--- src/rtl/core/rgbc_pkg.sv ---
`default_nettype none

package rgbc_pkg;

   localparam int CSR_INDEX_W = 2;
   localparam int CSR_DATA_W  = 11;
   localparam int POS_W       = 10;
   localparam int CHAN_W      = 8;

   localparam logic [CSR_INDEX_W-1:0] CSR_KERNEL_SELECT = 2'd0;
   localparam logic [CSR_INDEX_W-1:0] CSR_FRAME_WIDTH   = 2'd1;
   localparam logic [CSR_INDEX_W-1:0] CSR_FRAME_HEIGHT  = 2'd2;

   localparam int FRAME_WIDTH_RST  = 640;
   localparam int FRAME_HEIGHT_RST = 480;
   localparam int FRAME_MIN        = 3;

   typedef enum logic [1:0] {
      KERNEL_BLUR     = 2'd0,
      KERNEL_SHARPEN  = 2'd1,
      KERNEL_EMBOSS   = 2'd2,
      KERNEL_IDENTITY = 2'd3
   } kernel_type;

   typedef struct packed {
      logic [CHAN_W-1:0] red;
      logic [CHAN_W-1:0] green;
      logic [CHAN_W-1:0] blue;
   } pixel_type;

   // indexed [row][col]
   typedef pixel_type [2:0][2:0] window_type;

endpackage

`default_nettype wire

--- src/rtl/core/rgbc_kernel.sv ---
`default_nettype none

module rgbc_kernel (
   input  rgbc_pkg::kernel_type kernel_select,
   input  rgbc_pkg::window_type win,
   output rgbc_pkg::pixel_type  pix
);

   logic [rgbc_pkg::CHAN_W-1:0] px [3][3];
   logic signed [11:0]          sum;
   logic [23:0]                 word;
   logic [23:0]                 res;

   function automatic logic signed [11:0] ext(input logic [rgbc_pkg::CHAN_W-1:0] v);
      ext = $signed({4'b0000, v});
   endfunction

   always_comb begin
      res  = '0;
      sum  = '0;
      word = '0;
      for (int i = 0; i < 3; i++) begin
         for (int j = 0; j < 3; j++) begin
            px[i][j] = '0;
         end
      end
      for (int ch = 0; ch < 3; ch++) begin
         for (int i = 0; i < 3; i++) begin
            for (int j = 0; j < 3; j++) begin
               word     = win[i][j];
               px[i][j] = word[(2-ch)*8 +: 8];
            end
         end
         unique case (kernel_select)
            rgbc_pkg::KERNEL_BLUR: begin
               sum = ext(px[0][0] >> 4) + ext(px[0][1] >> 3) + ext(px[0][2] >> 4)
                   + ext(px[1][0] >> 3) + ext(px[1][1] >> 2) + ext(px[1][2] >> 3)
                   + ext(px[2][0] >> 4) + ext(px[2][1] >> 3) + ext(px[2][2] >> 4);
            end
            rgbc_pkg::KERNEL_SHARPEN: begin
               sum = ext(px[1][1]) * 12'sd5 - ext(px[0][1]) - ext(px[1][0])
                   - ext(px[1][2]) - ext(px[2][1]);
            end
            rgbc_pkg::KERNEL_EMBOSS: begin
               sum = ext(px[1][1]) + ext(px[1][2]) + ext(px[2][1])
                   + ext(px[2][2]) * 12'sd2 - ext(px[0][0]) * 12'sd2
                   - ext(px[0][1]) - ext(px[1][0]);
            end
            rgbc_pkg::KERNEL_IDENTITY: begin
               sum = ext(px[1][1]);
            end
            default: begin
               sum = ext(px[1][1]);
            end
         endcase
         // clamp to 0..255
         if (sum < 12'sd0) begin
            res[(2-ch)*8 +: 8] = 8'd0;
         end else if (sum > 12'sd255) begin
            res[(2-ch)*8 +: 8] = 8'd255;
         end else begin
            res[(2-ch)*8 +: 8] = sum[7:0];
         end
      end
   end

   assign pix = rgbc_pkg::pixel_type'(res);

endmodule

`default_nettype wire

--- config.mk ---
export PLATFORM = sky130hd
export DESIGN_NAME = rgbc_kernel
export DESIGN_NICKNAME = d
export VERILOG_FILES = /design/src/rtl/core/rgbc_pkg.sv /design/src/rtl/core/rgbc_kernel.sv
export SDC_FILE = /design/constraint.sdc
export NUM_CORES = 1
export LEC_CHECK = 0
export ABC_AREA = 1
export BUFFER_PORTS_ARGS = -buffer_cell sky130_fd_sc_hd__buf_2
export CAP_MARGIN = 30
export CORE_MARGIN = 10
export CORE_UTILIZATION = 45
export DETAILED_ROUTE_END_ITERATION = 10
export GPL_ROUTABILITY_DRIVEN = 0
export GPL_TIMING_DRIVEN = 0
export PLACE_DENSITY = 0.67
export RECOVER_POWER = 50
export REMOVE_ABC_BUFFERS = 1
export SLEW_MARGIN = 20
export SYNTH_ARGS = -nofsm -noshare
export SYNTH_HDL_FRONTEND = slang
export SYNTH_SLANG_ARGS = --single-unit
--- constraint.sdc ---
create_clock -name vclk -period 9.4
set_clock_uncertainty 0.15 [all_clocks]
set_input_delay 1.88 -clock vclk [all_inputs]
set_output_delay 1.88 -clock vclk [all_outputs]
set_load 0.02 [all_outputs]
Yosys cells after proc, flatten, opt, wreduce, memory -nomap -nowiden --
Index checks and enable logic that the tools add are counted.
Cells by class: add/subtract/negate cells 54, eq/ne operators 3, multiplexer cells 9, order comparisons 6, reduce and logical (&&, ||, !) cells 1, multiply operators 3
Operator list (count):
- subtractor 12 x 9 -> 12 bit | 15
- case mux 12 bit (4 select lines) | 3
- two-way mux 8 bit | 6
- adder 11 x 5 -> 12 bit | 3
- adder 12 x 5 -> 12 bit | 3
- > comparator 12 x 9 -> 1 bit, second input constant | 3
- < comparator 12 x 1 -> 1 bit, second input constant | 3
- subtractor 11 x 8 -> 12 bit | 3
- subtractor 11 x 9 -> 12 bit | 3
- adder 10 x 4 -> 11 bit | 3
- adder 10 x 9 -> 11 bit | 3
- multiplier 8 x 3 -> 11 bit, second input constant | 3
- adder 9 x 5 -> 10 bit | 3
- adder 9 x 8 -> 10 bit | 3
- adder 8 x 6 -> 9 bit | 3
- adder 8 x 8 -> 9 bit | 3
- adder 7 x 5 -> 8 bit | 3
- adder 6 x 4 -> 7 bit | 3
- adder 4 x 5 -> 6 bit | 3
- equality test 2 bit, second input constant | 2
- equality test 2 x 1 -> 1 bit, second input constant | 1
- zero test 2 bit | 1
Word-level totals: register bits after elaboration 0, input port bits 218

Longest topological paths before layout --
Gate-level depths: netlist of run 1.
depth after elaboration 12, gate-level depth with buffers 24

Least setup slack after synthesis of run 1 --
Ideal clock, no wire load.
path type input port to output port, start point input win[22] (netlist bit), end point output pix[16] (netlist bit), arrival 5.615 ns, stages on the path 20, slack 1.755 ns, cells stage by stage fa_1 fa_1 inv_1 fa_1 fa_1 inv_1 ha_1 fa_1 nand2_1 inv_1 o21ai_0 nand2_1 nand2_1 nand2_1 nand3_1 nand3_1 nor2_4 nand3_1 nand2_1 inv_1
RTL lines:
- start, declared | line rgbc_kernel.sv:5 | input rgbc_pkg::window_type win,
- end, declared | line rgbc_kernel.sv:6 | output rgbc_pkg::pixel_type pix

==> results of run 1 <==
worst paths after layout:
check  cells after the start             start       to  slack [ps]
max                       21           win[96]   pix[4]        1070
min                        7  kernel_select[0]  pix[18]        4320
power groups by stage:
stage          Clock, mW  Combinational, mW  Sequential, mW
6_report               0               4.02               0
3_3_place_gp           0               3.94               0
3_5_place_dp           0               4.02               0
2_1_floorplan          0               3.04               0
4_1_cts                0               4.04               0
5_1_grt                0               4.64               0
per-stage QoR:
| stage | instances | hold WS, ps |
|---|---|---|
| 4_1_cts | 2265 | 4320 |
| 3_3_place_gp | 2264 | 4310 |
| 5_1_grt | 2265 | 4380 |
| 6_report | 2265 | 4320 |
| 2_1_floorplan | 1662 | 3960 |
| 3_5_place_dp | 2265 | 4320 |
critical path, delay by kind of cell:
kind / cells / cell delay (ps)
AO/OA/AOI/OAI: 2 / 250
adder cells (fa/ha/maj): 6 / 2520
buffers and inverters: 6 / 640
AND/OR/NAND/NOR: 7 / 1010
layout make-up:
type / count / share of cell area
repair buffers: 219 / 0.0752
inverters: 600 / 0.155
multi-input cells: 1062 / 0.737
well taps: 384 / 0.0330
cells by family after synthesis:
family | count (synthesis) | share of synthesized area
buffers and inverters | 611 | 0.178
AOI/OAI and AO/OA | 134 | 0.0576
xor gates and xnor gates | 7 | 0.00470
and+or+nand+nor | 474 | 0.160
adders and majority gates | 447 | 0.600
layout by cell type (no fill, tap or decap), types with 7 or more instances in the layout:
master and n:
a21oi_1 46, buf_2 208, clkbuf_1 10, fa_1 297, ha_1 150, inv_1 592
inv_2 7, nand2_1 243, nand3_1 113, nand3b_1 16, nand4_1 17, nor2_1 71
o21ai_0 39, o21ai_1 16, o22ai_1 8
per-layer routing:
metal,vias to the layer above,global-route usage,wire length (um)
met5,-,0,0
met3,29,0.0135,1310
li1,5322,-,-
met2,228,0.321,16400
met4,0,0.0212,402
met1,5128,0.231,14000
==> flow_metrics.env, run 1 <==
export IMPL_vias=10707
export IMPL_end_kind="primary output"
export IMPL_synth_area_top_cells="fa_1 46%, inv_1 17%, ha_1 14%"
export IMPL_design_core_area_um2=28600
export IMPL_worst_pin_slew_ps=969
export IMPL_hold_viol_final=0
export IMPL_final_core_util=0.508
export IMPL_slew_headroom=0.353
export IMPL_cp_data_arrival_time_ps=6300
export IMPL_drc_errors=0
export IMPL_dp_hpwl_um=30000
export IMPL_num_nets_final=2548
export IMPL_vdd_drop_max_uv=182
export IMPL_p_leak_nw=8.60
export IMPL_die_x_um=190
export IMPL_syn_avg_cell_area_um2=7.80
export IMPL_firstDrtPassIters=5
export IMPL_drive_above_1_share=0.123
export IMPL_period_share=0.886
export IMPL_power_switching_mw=2.49
export IMPL_grt_max_degree=27
export IMPL_cp_max_fo=8
export IMPL_cts_resized_gates=0
export IMPL_power_mw=4.02
export IMPL_rsz0062_at_grt="no"
export IMPL_synth_largest_area_cell="fa_1"
export IMPL_regArea_um2=0
export IMPL_cp_required_ps=7370
export IMPL_p_per_area_nw_per_um2=276
export IMPL_grt_pass1_vias=11519
export IMPL_n_clock_buffer=0
export IMPL_synth_cell_type_count=35
export IMPL_finish_instance_area_um2=14600
export IMPL_fin_tns_setup_ps=0
export IMPL_yosys_warnings=0
export IMPL_ioPinCount=242
export IMPL_netSwitchingFraction=0.619
export IMPL_seq_area_frac_synth=0
export IMPL_setup_viol_count_final=0
export IMPL_dieArea_um2=36200
export IMPL_cp_slowest_cell="fa_1"
export IMPL_p_clk_frac=0
export IMPL_cp_start_kind="input pin"
export IMPL_pwr_share_seq=0
export IMPL_worst_slack_ps=1070
export IMPL_chipHeight_um=190
export IMPL_dp_slack_ps=1140
export IMPL_postCtsHoldBufs=0
export IMPL_combinationalPowerShare=1.000
export IMPL_routed_wl_um=32100
export IMPL_yosysMostFrequentCell="inv_1"
export IMPL_internal_power_mw=1.53
export IMPL_postCtsSetupRepairBufs=0
export IMPL_finalCriticalPeriod_ps=8330
export IMPL_grt_usage=0.177
export IMPL_floorplan_initialDensity=0.456
export IMPL_slew_violations=0
export IMPL_crit_chain="buf_2 > inv_1 > fa_1 > inv_1 > fa_1 > inv_1 > fa_1 > fa_1 > inv_1 > ha_1 > fa_1 > nand3_1 > nand3_1 > nand3_1 > nand3_1 > a21oi_1 > o21ai_0 > nand3_1 > nor2_1 > nor2_1 > clkbuf_1"
export IMPL_fill_cells=2830
export IMPL_hold_path_class="input pin to primary output"
export IMPL_drtIter0Drc=431
export IMPL_rows=62
export IMPL_syn_area_um2=13000
export IMPL_drv_cap=0
export IMPL_wl_per_cell_um=14.2
export IMPL_antenna_violating_nets_post_route=0
export IMPL_multiInputGateArea_um2=10700
export IMPL_overflow=0
export IMPL_critPathKind="input pin to primary output"
export IMPL_synthTopCellsByCount="591 x inv_1, 297 x fa_1, 243 x nand2_1"
export IMPL_critPathMaxStageDelay_ps=510
export IMPL_avgViaCountPerCell=4.73
export IMPL_antenna_found_initial=0
export IMPL_design_seq_count=0
export IMPL_area_delta_synth_final_pct=11.5
export IMPL_diodes=0
export IMPL_status="completed"
export IMPL_synthCells=1673
export IMPL_grt_pass1_wl_um=53600
export IMPL_timing_fmax_ghz=0.120
export IMPL_yosysTopAreaCellShare=0.456
export IMPL_placed_area_um2=14600
export IMPL_port_buffers=218
Power figures use the tool's default switching activity.
==> inputs of run 2 (changes only) <==
--- a/config.mk
+++ b/config.mk
@@ -5,7 +5,6 @@
 export SDC_FILE = /design/constraint.sdc
 export NUM_CORES = 1
 export LEC_CHECK = 0
-export ABC_AREA = 1
 export BUFFER_PORTS_ARGS = -buffer_cell sky130_fd_sc_hd__buf_2
 export CAP_MARGIN = 30
 export CORE_MARGIN = 10
@@ -16,7 +15,6 @@
 export PLACE_DENSITY = 0.67
 export RECOVER_POWER = 50
 export REMOVE_ABC_BUFFERS = 1
-export SLEW_MARGIN = 20
 export SYNTH_ARGS = -nofsm -noshare
 export SYNTH_HDL_FRONTEND = slang
 export SYNTH_SLANG_ARGS = --single-unit
==> flow_metrics.env, run 2 <==
export IMPL_status="completed"
export IMPL_setup_viol_count_final=0
export IMPL_worst_pin_slew_ps=940
export IMPL_yosys_warnings=0
export IMPL_avgViaCountPerCell=4.84
export IMPL_p_per_area_nw_per_um2=296
export IMPL_vdd_drop_max_uv=153
export IMPL_synthCells=1341
export IMPL_postCtsHoldBufs=0
export IMPL_num_nets_final=2217
export IMPL_syn_avg_cell_area_um2=9.39
export IMPL_hold_worst_slack_ps=4230
export IMPL_cts_resized_gates=0
export IMPL_final_common_cell="inv_1"
export IMPL_rows=61
export IMPL_diodes=0
export IMPL_hold_path_class="input pin to primary output"
export IMPL_worst_slack_ps=584
export IMPL_drc_errors=0
export IMPL_power_switching_mw=2.33
export IMPL_finalCriticalPeriod_ps=8820
export IMPL_slew_violations=0
export IMPL_area_delta_synth_final_pct=12.0
export IMPL_cp_data_arrival_time_ps=6790
export IMPL_cp_start_kind="input pin"
export IMPL_end_kind="primary output"
export IMPL_final_cells=1928
export IMPL_internal_power_mw=1.84
export IMPL_grt_usage=0.170
export IMPL_drive_above_1_share=0.161
export IMPL_hold_viol_final=0
export IMPL_holdPathStages=4
export IMPL_n_clock_buffer=0
export IMPL_final_core_util=0.509
export IMPL_cp_max_fo=8
export IMPL_dp_slack_ps=562
export IMPL_p_leak_nw=7.81
export IMPL_synth_cell_type_count=72
export IMPL_ioPinCount=242
export IMPL_dp_hpwl_um=27200
export IMPL_yosysMostFrequentCell="inv_1"
export IMPL_vias=9325
export IMPL_regArea_um2=0
export IMPL_seq_area_frac_synth=0
export IMPL_netSwitchingFraction=0.558
export IMPL_floorplan_initialDensity=0.454
export IMPL_grt_pass1_wl_um=50800
export IMPL_cp_required_ps=7370
export IMPL_min_to="pix[16]"
export IMPL_synth_area_top_cells="fa_1 47%, inv_1 15%, ha_1 15%"
export IMPL_mostFrequentLayoutCells="517 x inv_1, 297 x fa_1, 210 x buf_2, 150 x ha_1"
export IMPL_overflow=0
export IMPL_slew_headroom=0.372
export IMPL_grt_max_degree=27
export IMPL_antenna_found_initial=0
export IMPL_antenna_violating_nets_post_route=0
export IMPL_firstDrtPassIters=5
export IMPL_p_clk_frac=0
export IMPL_wl_per_cell_um=15.0
export IMPL_grt_pass1_vias=10674
export IMPL_drv_cap=0
export IMPL_pwr_share_seq=0
export IMPL_critPathKind="input pin to primary output"
export IMPL_syn_area_um2=12600
export IMPL_port_buffers=218
export IMPL_yosysTopAreaCellShare=0.472
export IMPL_routed_wl_um=28900
export IMPL_design_seq_count=0
export IMPL_fin_tns_setup_ps=0
export IMPL_chipHeight_um=187
export IMPL_multiInputGateArea_um2=10600
export IMPL_dieArea_um2=35100
export IMPL_combinationalPowerShare=1.000
export IMPL_synthTopCellsByCount="517 x inv_1, 297 x fa_1, 150 x ha_1"
export IMPL_dp_cells=1928
export IMPL_rsz0062_at_grt="no"
export IMPL_period_share=0.938
export IMPL_drtIter0Drc=259
export IMPL_postCtsSetupRepairBufs=0
export IMPL_worstHoldStart="win[112]"
export IMPL_timing_fmax_ghz=0.113
export IMPL_synth_largest_area_cell="fa_1"
export IMPL_design_core_area_um2=27700
export IMPL_die_x_um=187
export IMPL_fill_cells=2605
## run 2: layer usage
layer / global-route usage / vias up / routed length, um
li1: - / 4502 / -
met1: 0.222 / 4604 / 12700
met2: 0.308 / 201 / 14800
met3: 0.0157 / 18 / 1150
met4: 0.0171 / 0 / 281
met5: 0 / - / 0
## run 2: worst max-delay path: stages
cell	delay, ps
buf_2	130
inv_1	100
fa_1	510
inv_1	50
fa_1	340
inv_1	80
fa_1	430
fa_1	500
inv_1	40
ha_1	230
fa_1	480
a21oi_2	170
o21ai_1	110
a2111o_1	450
a211oi_1	280
a221oi_2	110
a22oi_2	460
a31oi_1	210
buf_2	210
## run 2: power groups by stage
stage	clock network, mW	logic [mW]	registers, mW
2_1_floorplan	0	3.19	0
3_3_place_gp	0	4.11	0
3_5_place_dp	0	4.19	0
4_1_cts	0	4.21	0
5_1_grt	0	4.73	0
6_report	0	4.18	0
## run 2: cells by family (layout without fill, tap and decap cells)
group | after synthesis | count (layout) | share of synthesized area
simple gates | 114 | 114 | 0.0469
xor+xnor | 42 | 42 | 0.0292
buf+inv | 527 | 736 | 0.158
fa+ha+maj | 447 | 447 | 0.621
mux | 21 | 21 | 0.0347
compound gates | 190 | 190 | 0.110
## run 2: layout make-up
cell class,instances,share of cell area
multi-input combinational,814,0.752
tap,378,0.0335
inverter,518,0.138
timing repair buffer,218,0.0767
## run 2: metrics by stage
step	instance area [um^2]	power [mW]
after floorplan	12600	3.19
after global placement	14100	4.11
after detailed placement	14100	4.19
after CTS	14100	4.21
after global routing	14100	4.73
final	14100	4.18
## run 2: how the worst max path moves through the flow
| stage | start | endpoint | slack (ps) | depth (start not counted) |
|---|---|---|---|---|
| 3_5_place_dp | win[22] | pix[23] | 560 | 17 |
| 2_1_floorplan | win[104] | pix[10] | 1140 | 17 |
| 3_3_place_gp | win[22] | pix[23] | 620 | 17 |
| 5_1_grt | win[112] | pix[22] | 290 | 20 |
| 6_report | win[104] | pix[12] | 580 | 19 |
| 4_1_cts | win[22] | pix[23] | 570 | 17 |
==> inputs of run 3 (changes only) <==
--- a/config.mk
+++ b/config.mk
@@ -11,7 +11,8 @@
 export CORE_UTILIZATION = 45
 export DETAILED_ROUTE_END_ITERATION = 10
 export GPL_ROUTABILITY_DRIVEN = 0
-export GPL_TIMING_DRIVEN = 0
+export GPL_TIMING_DRIVEN = 1
+export MAX_ROUTING_LAYER = met4
 export PLACE_DENSITY = 0.67
 export RECOVER_POWER = 50
 export REMOVE_ABC_BUFFERS = 1
==> flow_metrics.env, run 3 (synthesis gave the netlist of run 2 again) <==
export IMPL_dp_slack_ps=592
export IMPL_avgViaCountPerCell=4.84
export IMPL_vias=9336
export IMPL_p_per_area_nw_per_um2=296
export IMPL_setup_viol_count_final=0
export IMPL_worstHoldStart="win[112]"
export IMPL_drtIter0Drc=363
export IMPL_floorplan_initialDensity=0.454
export IMPL_antenna_violating_nets_post_route=0
export IMPL_firstDrtPassIters=5
export IMPL_final_core_util=0.509
export IMPL_grt_usage=0.174
export IMPL_critPathBufInv=6
export IMPL_pwr_share_seq=0
export IMPL_crit_family="adder cells"
export IMPL_overflow=0
export IMPL_postCtsSetupRepairBufs=0
export IMPL_critPathMaxStageDelay_ps=510
export IMPL_timing_fmax_ghz=0.114
export IMPL_antenna_found_initial=0
export IMPL_wl_per_cell_um=15.0
export IMPL_grt_pass1_wl_um=50700
export IMPL_chipHeight_um=187
export IMPL_n_clock_buffer=0
export IMPL_crit_chain="buf_2 > inv_1 > fa_1 > inv_1 > fa_1 > inv_1 > fa_1 > fa_1 > inv_1 > ha_1 > fa_1 > a21oi_2 > o21ai_1 > a2111o_1 > and4_4 > a221oi_2 > a22oi_2 > a31oi_1 > buf_2"
export IMPL_final_common_cell="inv_1"
export IMPL_cp_start_kind="input pin"
export IMPL_status="completed"
export IMPL_cts_resized_gates=0
export IMPL_internal_power_mw=1.84
export IMPL_p_leak_nw=7.81
export IMPL_cp_data_arrival_time_ps=6780
export IMPL_critPathKind="input pin to primary output"
export IMPL_combinationalPowerShare=1.000
export IMPL_setup_worst_path_start="win[104]"
export IMPL_vdd_drop_max_uv=137
export IMPL_design_seq_count=0
export IMPL_fill_cells=2621
export IMPL_netSwitchingFraction=0.558
export IMPL_regArea_um2=0
export IMPL_hold_path_class="input pin to primary output"
export IMPL_postCtsHoldBufs=0
export IMPL_cp_common_cell="fa_1"
export IMPL_cp_max_fo=8
export IMPL_worst_slack_ps=594
export IMPL_rows=61
export IMPL_hold_viol_final=0
export IMPL_routed_wl_um=29000
export IMPL_design_core_area_um2=27700
export IMPL_final_cells=1929
export IMPL_area_delta_synth_final_pct=12.0
export IMPL_cp_required_ps=7370
export IMPL_drv_cap=0
export IMPL_dieArea_um2=35100
export IMPL_end_kind="primary output"
export IMPL_worst_pin_slew_ps=757
export IMPL_period_share=0.937
export IMPL_power_switching_mw=2.33
export IMPL_drc_errors=0
export IMPL_dp_cells=1929
export IMPL_finish_instance_area_um2=14100
export IMPL_finalCriticalPeriod_ps=8810
export IMPL_num_nets_final=2218
export IMPL_grt_pass1_vias=10668
export IMPL_port_buffers=218
export IMPL_slew_headroom=0.492
export IMPL_dp_hpwl_um=27200
export IMPL_rsz0062_at_grt="no"
export IMPL_cp_slowest_cell="fa_1"
export IMPL_mostFrequentLayoutCells="517 x inv_1, 297 x fa_1, 209 x buf_2, 150 x ha_1"
export IMPL_p_clk_frac=0
export IMPL_drive_above_1_share=0.161
export IMPL_diodes=0
export IMPL_fin_tns_setup_ps=0
export IMPL_slew_violations=0
export IMPL_die_x_um=187
export IMPL_placed_area_um2=14100
export IMPL_ioPinCount=242
export IMPL_grt_max_degree=27
-- run 3: cell types whose count changed in the layout (fill, tap and decap cells not counted) --
cell and delta:
clkbuf_1 +1, buf_2 -1, buf_4 +1
-- run 3: cell type report --
type                       count  area, um^2  share of cell area
timing repair buffer         219        1090              0.0771
multi-input combinational    814       10600               0.752
inverter                     518        1940               0.138
tap                          378         473              0.0335
-- run 3: worst paths after layout --
check	endpoint	depth (start not counted)
worst max-delay path	pix[12]	19
worst min-delay path	pix[16]	4
-- run 3: layer usage --
metal	global-route usage	share of wire	vias up
li1	-	-	4497
met1	0.227	0.44	4626
met2	0.308	0.52	205
met3	0.00746	0.033	8
met4	0.00900	0.0053	0
met5	-	0	-
-- run 3: stage by stage --
stage | power (mW) | hold WS, ps
finish | 4.17 | 4230
global route | 4.73 | 4250
CTS | 4.21 | 4240
detailed placement | 4.17 | 4240
global placement | 4.11 | 4240
floorplan | 3.19 | 3900
-- run 3: power by group through the flow --
stage | clock network [mW] | logic (mW) | registers [mW]
floorplan | 0 | 3.19 | 0
global placement | 0 | 4.11 | 0
detailed placement | 0 | 4.17 | 0
CTS | 0 | 4.21 | 0
global route | 0 | 4.73 | 0
finish | 0 | 4.17 | 0
